$ cat src/rtl/core/drvt_pkg.sv
// Package for the delayed RFI visibility tangent block: payload types,
// controller states, command/status structs, constants and the CORDIC table.
// No dependencies.
package drvt_pkg;

  localparam int unsigned CordicStagesDef = 24;
  localparam logic [31:0] GainQ30  = 32'd652032874;
  localparam logic [31:0] TwoPiQ29 = 32'd3373259426;
  localparam logic [16:0] ScaleRst = 17'd65536;

  typedef struct packed {
    logic [63:0]        amp_a;
    logic [63:0]        amp_b;
    logic [63:0]        amp_tangent_a;
    logic [63:0]        amp_tangent_b;
    logic signed [31:0] delay_a;
    logic signed [31:0] delay_b;
    logic signed [31:0] delay_tangent_a;
    logic signed [31:0] delay_tangent_b;
    logic [31:0]        frequency;
    logic               last;
  } in_req_t;

  typedef struct packed {
    logic signed [31:0] grad_re;
    logic signed [31:0] grad_im;
    logic               saturated;
  } out_req_t;

  typedef enum logic [3:0] {
    ST_IDLE, ST_PROD, ST_SUM, ST_RATE1, ST_RATE2, ST_TERM, ST_CORDIC,
    ST_ROT, ST_ACC, ST_SCALE
  } state_t;

  typedef struct packed {
    logic load;
    logic prod;
    logic sum;
    logic rate1;
    logic rate2;
    logic term;
    logic cstart;
    logic cstep;
    logic rot;
    logic acc;
    logic scale;
  } cmd_t;

  typedef struct packed {
    logic cordic_done;
    logic last;
  } sts_t;

  function automatic logic [31:0] atan_turns(input logic [4:0] k);
    logic [31:0] t;
    case (k)
      5'd0:  t = 32'h20000000; 5'd1:  t = 32'h12E4051E; 5'd2:  t = 32'h09FB385B;
      5'd3:  t = 32'h051111D4; 5'd4:  t = 32'h028B0D43; 5'd5:  t = 32'h0145D7E1;
      5'd6:  t = 32'h00A2F61E; 5'd7:  t = 32'h00517C55; 5'd8:  t = 32'h0028BE53;
      5'd9:  t = 32'h00145F2F; 5'd10: t = 32'h000A2F98; 5'd11: t = 32'h000517CC;
      5'd12: t = 32'h00028BE6; 5'd13: t = 32'h000145F3; 5'd14: t = 32'h0000A2FA;
      5'd15: t = 32'h0000517D; 5'd16: t = 32'h000028BE; 5'd17: t = 32'h0000145F;
      5'd18: t = 32'h00000A30; 5'd19: t = 32'h00000518; 5'd20: t = 32'h0000028C;
      5'd21: t = 32'h00000146; 5'd22: t = 32'h000000A3; 5'd23: t = 32'h00000051;
      5'd24: t = 32'h00000029; 5'd25: t = 32'h00000014; 5'd26: t = 32'h0000000A;
      5'd27: t = 32'h00000005; 5'd28: t = 32'h00000003; 5'd29: t = 32'h00000001;
      5'd30: t = 32'h00000001; default: t = 32'h00000000;
    endcase
    return t;
  endfunction

  function automatic logic signed [63:0] sat32(input logic signed [63:0] v);
    logic signed [63:0] r;
    if (v > 64'sd2147483647) r = 64'sd2147483647;
    else if (v < -64'sd2147483648) r = -64'sd2147483648;
    else r = v;
    return r;
  endfunction

endpackage

$ cat src/rtl/core/drvt_ctrl.sv
// Controller for the delayed RFI visibility tangent block.
// Sequences the datapath one step per state; depends on drvt_pkg.
module drvt_ctrl (
  input  logic            clk,
  input  logic            rst_n,
  input  logic            in_valid,
  output logic            in_ready,
  output logic            out_valid,
  input  logic            out_ready,
  input  drvt_pkg::sts_t  sts,
  output drvt_pkg::cmd_t  cmd
);
  import drvt_pkg::*;

  state_t state_r, state_nxt;
  logic   out_valid_r, out_valid_nxt;
  logic   slot_free;

  // result register free, or emptied at this edge
  assign slot_free = !out_valid_r || out_ready;

  // next state
  always_comb begin
    state_nxt = state_r;
    unique case (state_r)
      ST_IDLE:   if (in_valid) state_nxt = ST_PROD;
      ST_PROD:   state_nxt = ST_SUM;
      ST_SUM:    state_nxt = ST_RATE1;
      ST_RATE1:  state_nxt = ST_RATE2;
      ST_RATE2:  state_nxt = ST_TERM;
      ST_TERM:   state_nxt = ST_CORDIC;
      ST_CORDIC: if (sts.cordic_done) state_nxt = ST_ROT;
      ST_ROT:    state_nxt = ST_ACC;
      ST_ACC:    state_nxt = sts.last ? ST_SCALE : ST_IDLE;
      ST_SCALE:  if (slot_free) state_nxt = ST_IDLE;
      default:   state_nxt = ST_IDLE;
    endcase
  end

  always_ff @(posedge clk) begin
    if (!rst_n) state_r <= ST_IDLE;
    else        state_r <= state_nxt;
  end

  // outputs
  always_comb begin
    cmd       = '0;
    in_ready  = 1'b0;
    unique case (state_r)
      ST_IDLE:   begin in_ready = 1'b1; cmd.load = in_valid; end
      ST_PROD:   cmd.prod = 1'b1;
      ST_SUM:    cmd.sum = 1'b1;
      ST_RATE1:  cmd.rate1 = 1'b1;
      ST_RATE2:  cmd.rate2 = 1'b1;
      ST_TERM:   begin cmd.term = 1'b1; cmd.cstart = 1'b1; end
      ST_CORDIC: cmd.cstep = 1'b1;
      ST_ROT:    cmd.rot = 1'b1;
      ST_ACC:    cmd.acc = 1'b1;
      ST_SCALE:  cmd.scale = slot_free;
      default:   ;
    endcase
  end

  // result valid flag, set when the scaled sum is captured
  assign out_valid_nxt = cmd.scale | (out_valid_r & ~out_ready);
  assign out_valid     = out_valid_r;

  always_ff @(posedge clk) begin
    if (!rst_n) out_valid_r <= 1'b0;
    else        out_valid_r <= out_valid_nxt;
  end

  a_no_overwrite: assert property (@(posedge clk) disable iff (!rst_n)
    cmd.scale |-> slot_free) else $error("result overwritten");
  a_out_hold: assert property (@(posedge clk) disable iff (!rst_n)
    (out_valid && !out_ready) |=> out_valid) else $error("result dropped");
  a_acc_after_rot: assert property (@(posedge clk) disable iff (!rst_n)
    cmd.rot |=> cmd.acc) else $error("rotation not accumulated");
endmodule

$ cat config.mk
export PLATFORM = sky130hd
export DESIGN_NAME = drvt_ctrl
export DESIGN_NICKNAME = d
export VERILOG_FILES = /design/src/rtl/core/drvt_pkg.sv /design/src/rtl/core/drvt_ctrl.sv
export SDC_FILE = /design/constraint.sdc
export NUM_CORES = 1
export LEC_CHECK = 0
export ABC_CLOCK_PERIOD_IN_PS = 1500
export BUFFER_PORTS_ARGS = -buffer_cell sky130_fd_sc_hd__buf_2
export CORE_AREA = 2 2 39 41
export CTS_CLUSTER_DIAMETER = 120
export CTS_CLUSTER_SIZE = 24
export DETAILED_ROUTE_END_ITERATION = 7
export DIE_AREA = 0 0 41 43
export PLACE_DENSITY = 0.53
export SYNTH_ARGS = -nofsm -noshare
export SYNTH_HDL_FRONTEND = slang
export SYNTH_SLANG_ARGS = --single-unit
$ cat constraint.sdc
create_clock -name clk -period 1.5 [get_ports clk]
set_input_delay 0.225 -clock clk [delete_from_list [all_inputs] [get_ports clk]]
set_output_delay 0.225 -clock clk [all_outputs]
set_load 0.05 [all_outputs]
== Word-level counts from Yosys, hierarchy flattened ==
Index checks and enable logic that the tools add are counted.
Cells by class
  bitwise gates (word level): 3
  reductions and logical operators: 4
  equal/unequal tests: 12
  multiplexer cells: 16
Operators with widths (count)
  $pmux W4 S10: 1
  $eq A4 B3 Y1 const B: 4
  $mux W4: 4
  $mux W1: 10
  $eq A4 B2 Y1 const B: 2
  $eq A4 B4 Y1 const B: 2
  $ne A2 B2 Y1 const B: 3
  $eq A4 B1 Y1 const B: 1
  $logic_not A4 Y1: 1
  $reduce_and A3 Y1: 1
  $mux W2: 1
  $and A1 B1 Y1: 1
  $logic_not A1 Y1: 1
  $logic_or A1 B1 Y1: 1
  $not A1 Y1: 1
  $or A1 B1 Y1: 1
Word-level totals
  output and inout port bits: 13
  bits of input ports: 6
  register bits after elaboration: 5
  logic and storage cells: 37

== Logic depth before layout (Yosys ltp) ==
Gate-level depths: netlist (run 1).
  depth in word-level cells: 4
  mapped depth: 4
  mapped depth without buffers: 3

== Worst setup path before layout (run 1) ==
No wires, ideal clock.
  path type: register to output
  start: register state_r[0]
  end: output port cmd[10] (netlist bit)
  buffers on the path: 1
  required time: 1275 ps
  arrival: 1684 ps
  cell stages (with the launch flop): 4
  setup slack: -409 ps
  cells stage by stage: dfxtp_1 buf_6 nor4_4 and2_1
RTL lines
  start, declared: RTL line drvt_ctrl.sv:15  | state_t state_r, state_nxt;
  start signal, assigned: RTL line drvt_ctrl.sv:42  | else state_r <= state_nxt;
  end, declared: RTL line drvt_ctrl.sv:11  | output drvt_pkg::cmd_t cmd

==> results.json, run 1 <==
{
  "power.total_mw": 0.510,
  "yosys-top-cells-area": "dfxtp_1, buf_6, nand2b_1",
  "hp-start": "rst_n",
  "clock_path_buffers": 2,
  "final-setup-viol-count": 0,
  "use_met1_pct": 12.5,
  "path_clk_slew_ns": 0.04,
  "post_cts_buffers": 0,
  "grt_first_pass_wirelength_um": 1180,
  "worst_slew_margin_rel_pct": 83.6,
  "start_util_pct": 27.8,
  "rows": 14,
  "use_met2_pct": 14.1,
  "slew_violations": 0,
  "vias": 354,
  "rsz0062_at_grt": "yes",
  "antenna_found_initial": 0,
  "holdPathEnd": "state_r[0]",
  "p_leak_nw": 0.269,
  "synth_flop_cell": "dfxtp_1",
  "holdPathStages": 2,
  "vdd_drop_max_mv": 0.410,
  "drt_iter0_drc": 5,
  "gp_congestion": 0.678,
  "grt_use_met3_pct": 6.28,
  "cp.required_ns": 1.27,
  "ant_nets": 0,
  "maxCapViolations": 0,
  "fill_cells": 150,
  "drive_above_1_share_pct": 60.6,
  "synthesis.yosys.warnings": 0,
  "crit_type": "reg -> out",
  "dieHeight_um": 43,
  "wl_per_cell_um": 10.0,
  "htree_num_levels": 1,
  "synth_area_sq_um": 384,
  "min_period_ns": 1.46,
  "crit_arrival_ns": 1.24,
  "yosysSeqAreaShare_pct": 26.1,
  "num_antenna_cells": 0,
  "wl_um": 823,
  "nets": 73,
  "cp_max_fo": 7,
  "grt_max_degree": 8,
  "die_width_um": 41,
  "dr.pass1.iters": 2,
  "top_usage_layer": "met2",
  "netlist_top_cells_count": "nor2_1, dfxtp_1, nand2b_1, nor3_1",
  "synth_nets": 51,
  "finalNonFillerCells": 82,
  "reg2reg_from": "state_r[1]",
  "syn_inst": 45,
  "clk-insertion-delay-late_ns": 0.24,
  "reg2reg_to": "state_r[0]",
  "hold_viol_final": 0,
  "cts_tree": "yes",
  "die_area_sq_um": 1760,
  "synth_edf_count": 0,
  "cts_buffers": 3,
  "yosys.area.top_type": "dfxtp_1",
  "core_sq_um": 1380,
  "post-route-period-util_pct": 97.5,
  "ys_ff_latch": 5,
  "avgSynthCellArea_sq_um": 8.54,
  "vias_per_cell": 4.32,
  "synth_top_area_share_pct": 26.1,
  "hold_ws_ns": 0.270,
  "clock_sinks": 5,
  "io_pins": 19,
  "fin_tns_setup_ns": 0,
  "critPathLaunchType": "flip-flop",
  "r2r_cells": 4,
  "synthMostInstantiatedCell": "nor2_1",
  "rrSetupSlack_ns": 0.35,
  "dp_cells": 78,
  "root_buffer": "clkbuf_4",
  "end_kind": "output pin",
  "status": "completed",
  "yosys.cell_types.count": 23,
  "power_density_nw_per_um2": 896,
  "area_growth_pct": 48.2,
  "worstMarginPinSlew_ns": 0.248,
  "portBuffers": 18,
  "timing.fmax_mhz": 684,
  "min_path_type": "in -> reg",
  "skew_ns": 0.00464,
  "grt_usage_pct": 9.64,
  "grt_pass1_vias": 296,
  "ys_async_sr_fraction_pct": 0,
  "grt.overflow.total": 0,
  "hpwl_um": 665,
  "drc": 0
}
-- how the worst max path moves through the flow --
| stage | slack (ns) | depth (start not counted) | start | to |
|---|---|---|---|---|
| after detailed placement | 0.11 | 4 | state_r[1] | cmd[2] |
| after global routing | -0.02 | 3 | state_r[1] | cmd[10] |
| after floorplan | -0.35 | 3 | state_r[0] | cmd[10] |
| after global placement | 0.09 | 4 | state_r[0] | cmd[2] |
| final | 0.04 | 4 | state_r[3] | cmd[2] |
| after CTS | -0.0007 | 4 | state_r[2] | cmd[5] |
-- logic make-up (layout without fill, tap and decap cells) --
group                     count (synthesis)  in the layout  share of synthesized area [%]
and+or+nand+nor                          27             27                           43.0
AOI/OAI and AO/OA                         5              5                           13.4
xor gates and xnor gates                  2              2                           4.56
buffers and inverters                     6             27                           13.0
DFF                                       5              5                           26.1
-- state kept, by name (all words and copies together) (netlist names) --
| signal | count |
|---|---|
| out_valid | 1 |
| state_r | 4 |
-- placed cells by master, fill, tap and decap left out --
| cell | netlist | final |
|---|---|---|
| nor2_1 | 6 | 5 |
| or3_1 | 1 | 1 |
| nor2_2 | 1 | 2 |
| a21boi_2 | 1 | 1 |
| nand2b_4 | 1 | 1 |
| nor2b_2 | 0 | 1 |
| nand3_1 | 1 | 1 |
| buf_4 | 1 | 8 |
| dfxtp_1 | 5 | 1 |
| nor3_1 | 4 | 2 |
| nor2b_1 | 2 | 1 |
| nand2b_1 | 4 | 4 |
| and2_1 | 1 | 1 |
| and3b_1 | 1 | 1 |
| buf_2 | 1 | 9 |
| dfxtp_4 | 0 | 2 |
| xnor2_1 | 1 | 1 |
| or2_4 | 0 | 1 |
| a21boi_1 | 2 | 2 |
| nor4_4 | 1 | 1 |
| xor2_1 | 1 | 1 |
| clkbuf_1 | 0 | 1 |
| nor3_2 | 0 | 2 |
| clkbuf_4 | 0 | 4 |
| nand2_1 | 3 | 3 |
| inv_1 | 1 | 1 |
| buf_6 | 3 | 4 |
| dfxtp_2 | 0 | 2 |
| o211ai_2 | 2 | 2 |
-- area by class of cell --
class	instances	area, sq um	share of cell area, %
inverter	1	3.75	0.659
timing repair buffer	22	158	27.7
multi-input combinational	34	251	44.2
tap	16	20.0	3.52
clock buffer	4	26.3	4.62
sequential	5	110	19.3
-- metrics by stage --
stage | cell area, sq um | utilization, % | setup WS, ns
after floorplan | 392 | - | -0.352
after global placement | 485 | 35.1 | 0.0900
after detailed placement | 485 | 35.1 | 0.108
after CTS | 531 | 38.3 | -0.000736
after global routing | 569 | 41.1 | -0.0161
final | 569 | 41.1 | 0.0377
-- what timing repair did --
item | CTS | global route
resized for setup | 9 | 15
hold endpoints to repair | 0 | 0
setup endpoints to repair | 9 | 9
hold buffers | 0 | 0
-- power by group --
group | internal [mW] | switching [mW] | total (mW) | leakage (nW)
logic | 0.0750 | 0.123 | 0.198 | 0.211
registers | 0.142 | 0.0185 | 0.161 | 0.0430
clock network | 0.100 | 0.0508 | 0.151 | 0.0150
-- metal layers --
metal	wire length [um]	part of all wire [%]
met3	48	5.8
met1	382	46
met2	392	48
met4	0	0
met5	0	0
-- worst max-delay path, stage by stage (launching register included) --
cell	delay [ns]
dfxtp_4	0.37
nand2b_4	0.16
or2_4	0.26
inv_1	0.06
buf_6	0.15
Power figures use the tool's default switching activity.
==> inputs of run 2 (changes only) <==
--- a/config.mk
+++ b/config.mk
@@ -9,5 +9,4 @@
 export BUFFER_PORTS_ARGS = -buffer_cell sky130_fd_sc_hd__buf_2
 export CORE_AREA = 2 2 39 41
-export CTS_CLUSTER_DIAMETER = 120
 export CTS_CLUSTER_SIZE = 24
 export DETAILED_ROUTE_END_ITERATION = 7
==> constraint.sdc (replaced) <==
create_clock -name clk -period 1.5 [get_ports clk]
set_input_delay 0.225 -clock clk [delete_from_list [all_inputs] [get_ports clk]]
set_output_delay 0.225 -clock clk [all_outputs]
set_load 0.01 [all_outputs]
==> results.json, run 2 (synthesis results as in run 1) <==
{
  "status": "completed",
  "maxCapViolations": 0,
  "dr_wl_met2_um": 338,
  "top_layer": "met3",
  "holdPathStages": 2,
  "multi_input_area_sq_um": 234,
  "placed_area_sq_um": 463,
  "drive_above_1_share_pct": 50.8,
  "fill_cells": 149,
  "cts_hold_buf": 0,
  "largest-register": "state_r",
  "crit_type": "reg -> out",
  "skew_ns": 0.00340,
  "clock_sinks": 5,
  "timing.fmax_mhz": 697,
  "cts_buffers": 3,
  "clock_path_buffers": 2,
  "core_sq_um": 1380,
  "wl_met3_um": 41,
  "cp_max_fo": 8,
  "dr.pass1.iters": 2,
  "min_period_ns": 1.43,
  "nets": 72,
  "vias": 347,
  "reg2reg_from": "state_r[2]",
  "end_kind": "output pin",
  "crit_arrival_ns": 1.21,
  "gp_congestion": 0.664,
  "die_width_um": 41,
  "grt_usage_pct": 10.4,
  "cts_tree": "yes",
  "start_util_pct": 27.8,
  "p_leak_nw": 0.250,
  "drt_iter0_drc": 2,
  "rsz0062_at_grt": "no",
  "final-setup-viol-count": 0,
  "hold_ws_ns": 0.261,
  "power_density_nw_per_um2": 860,
  "wl_met1_um": 385,
  "rrSetupSlack_ns": 0.37,
  "path_clk_slew_ns": 0.05,
  "final_area_sq_um": 505,
  "power.total_mw": 0.435,
  "reg2reg_to": "state_r[0]",
  "crit_end": "cmd[2]",
  "layout_common_cells": "buf_2, nor2_1, nand2b_1, nor3_1",
  "grt.overflow.total": 0,
  "post-route-period-util_pct": 95.6,
  "crit_path_start": "state_r[3]",
  "fin_tns_setup_ns": 0,
  "hold_viol_final": 0,
  "clk-insertion-delay-late_ns": 0.24,
  "root_buffer": "clkbuf_4",
  "final_common_cell": "buf_2",
  "wl_um": 765,
  "drc": 0,
  "htree_num_levels": 1,
  "io_pins": 19,
  "largest_register_ffs": 4,
  "wl_per_cell_um": 9.44,
  "area_growth_pct": 31.6,
  "die_area_sq_um": 1760,
  "antenna_found_initial": 0,
  "hpwl_um": 608,
  "vdd_drop_max_mv": 0.331,
  "worstMarginPinSlew_ns": 0.203,
  "regArea_sq_um": 109,
  "worst_slew_margin_rel_pct": 86.4,
  "cp.required_ns": 1.27,
  "r2r_cells": 4,
  "grt_pass1_vias": 298,
  "num_antenna_cells": 0,
  "vias_per_cell": 4.28,
  "rows": 14,
  "grt_max_degree": 11,
  "grt_first_pass_wirelength_um": 1210,
  "min_path_type": "in -> reg",
  "slew_violations": 0,
  "ant_nets": 0,
  "portBuffers": 18,
  "dieHeight_um": 43,
  "critPathLaunchType": "flip-flop"
}
-- run 2: metal layers --
metal | vias to the layer above | GRT usage [%]
met5 | - | 0
met4 | 0 | 2.00
met3 | 0 | 7.85
met2 | 8 | 13.1
met1 | 154 | 13.9
li1 | 185 | -
-- run 2: worst max-delay path, cell delays in order, from the launching register on --
cell and delay, ns:
dfxtp_4 0.37, nand2b_4 0.16, or2_1 0.26, inv_1 0.06, buf_2 0.12
-- run 2: metrics by stage --
step / worst slack (ns) / utilization [%] / instances
2_1_floorplan: 0.262 / - / 45
3_3_place_gp: 0.188 / 33.5 / 76
3_5_place_dp: 0.174 / 33.5 / 76
4_1_cts: 0.0293 / 35.6 / 80
5_1_grt: 0.00242 / 36.5 / 81
6_report: 0.0661 / 36.5 / 81
-- run 2: power by group --
part	internal [mW]	leakage (nW)	switching, mW	total (mW)
clock network	0.101	0.0150	0.0582	0.159
logic	0.0597	0.192	0.0523	0.112
registers	0.142	0.0425	0.0216	0.164
-- run 2: how the worst min path moves through the flow --
stage / start / to
after global routing: rst_n / state_r[0]
after global placement: out_valid / out_valid
after floorplan: rst_n / state_r[3]
after CTS: rst_n / state_r[0]
after detailed placement: out_valid / out_valid
final: rst_n / state_r[3]
-- run 2: final cells by class --
type | count | share of cell area [%]
Inverter | 1 | 0.743
Sequential cell | 5 | 21.5
Clock buffer | 4 | 5.20
Timing Repair Buffer | 21 | 22.3
Multi-Input combinational cell | 34 | 46.3
Tap cell | 16 | 3.96
-- run 2: repair_timing --
action / 4_1_cts / 5_1_grt
buffers inserted: 0 / 1
gates cloned: 0 / 0
endpoints found under the setup margin: 1 / 1
resized for setup: 3 / 2
endpoints found under the hold margin: 0 / 0
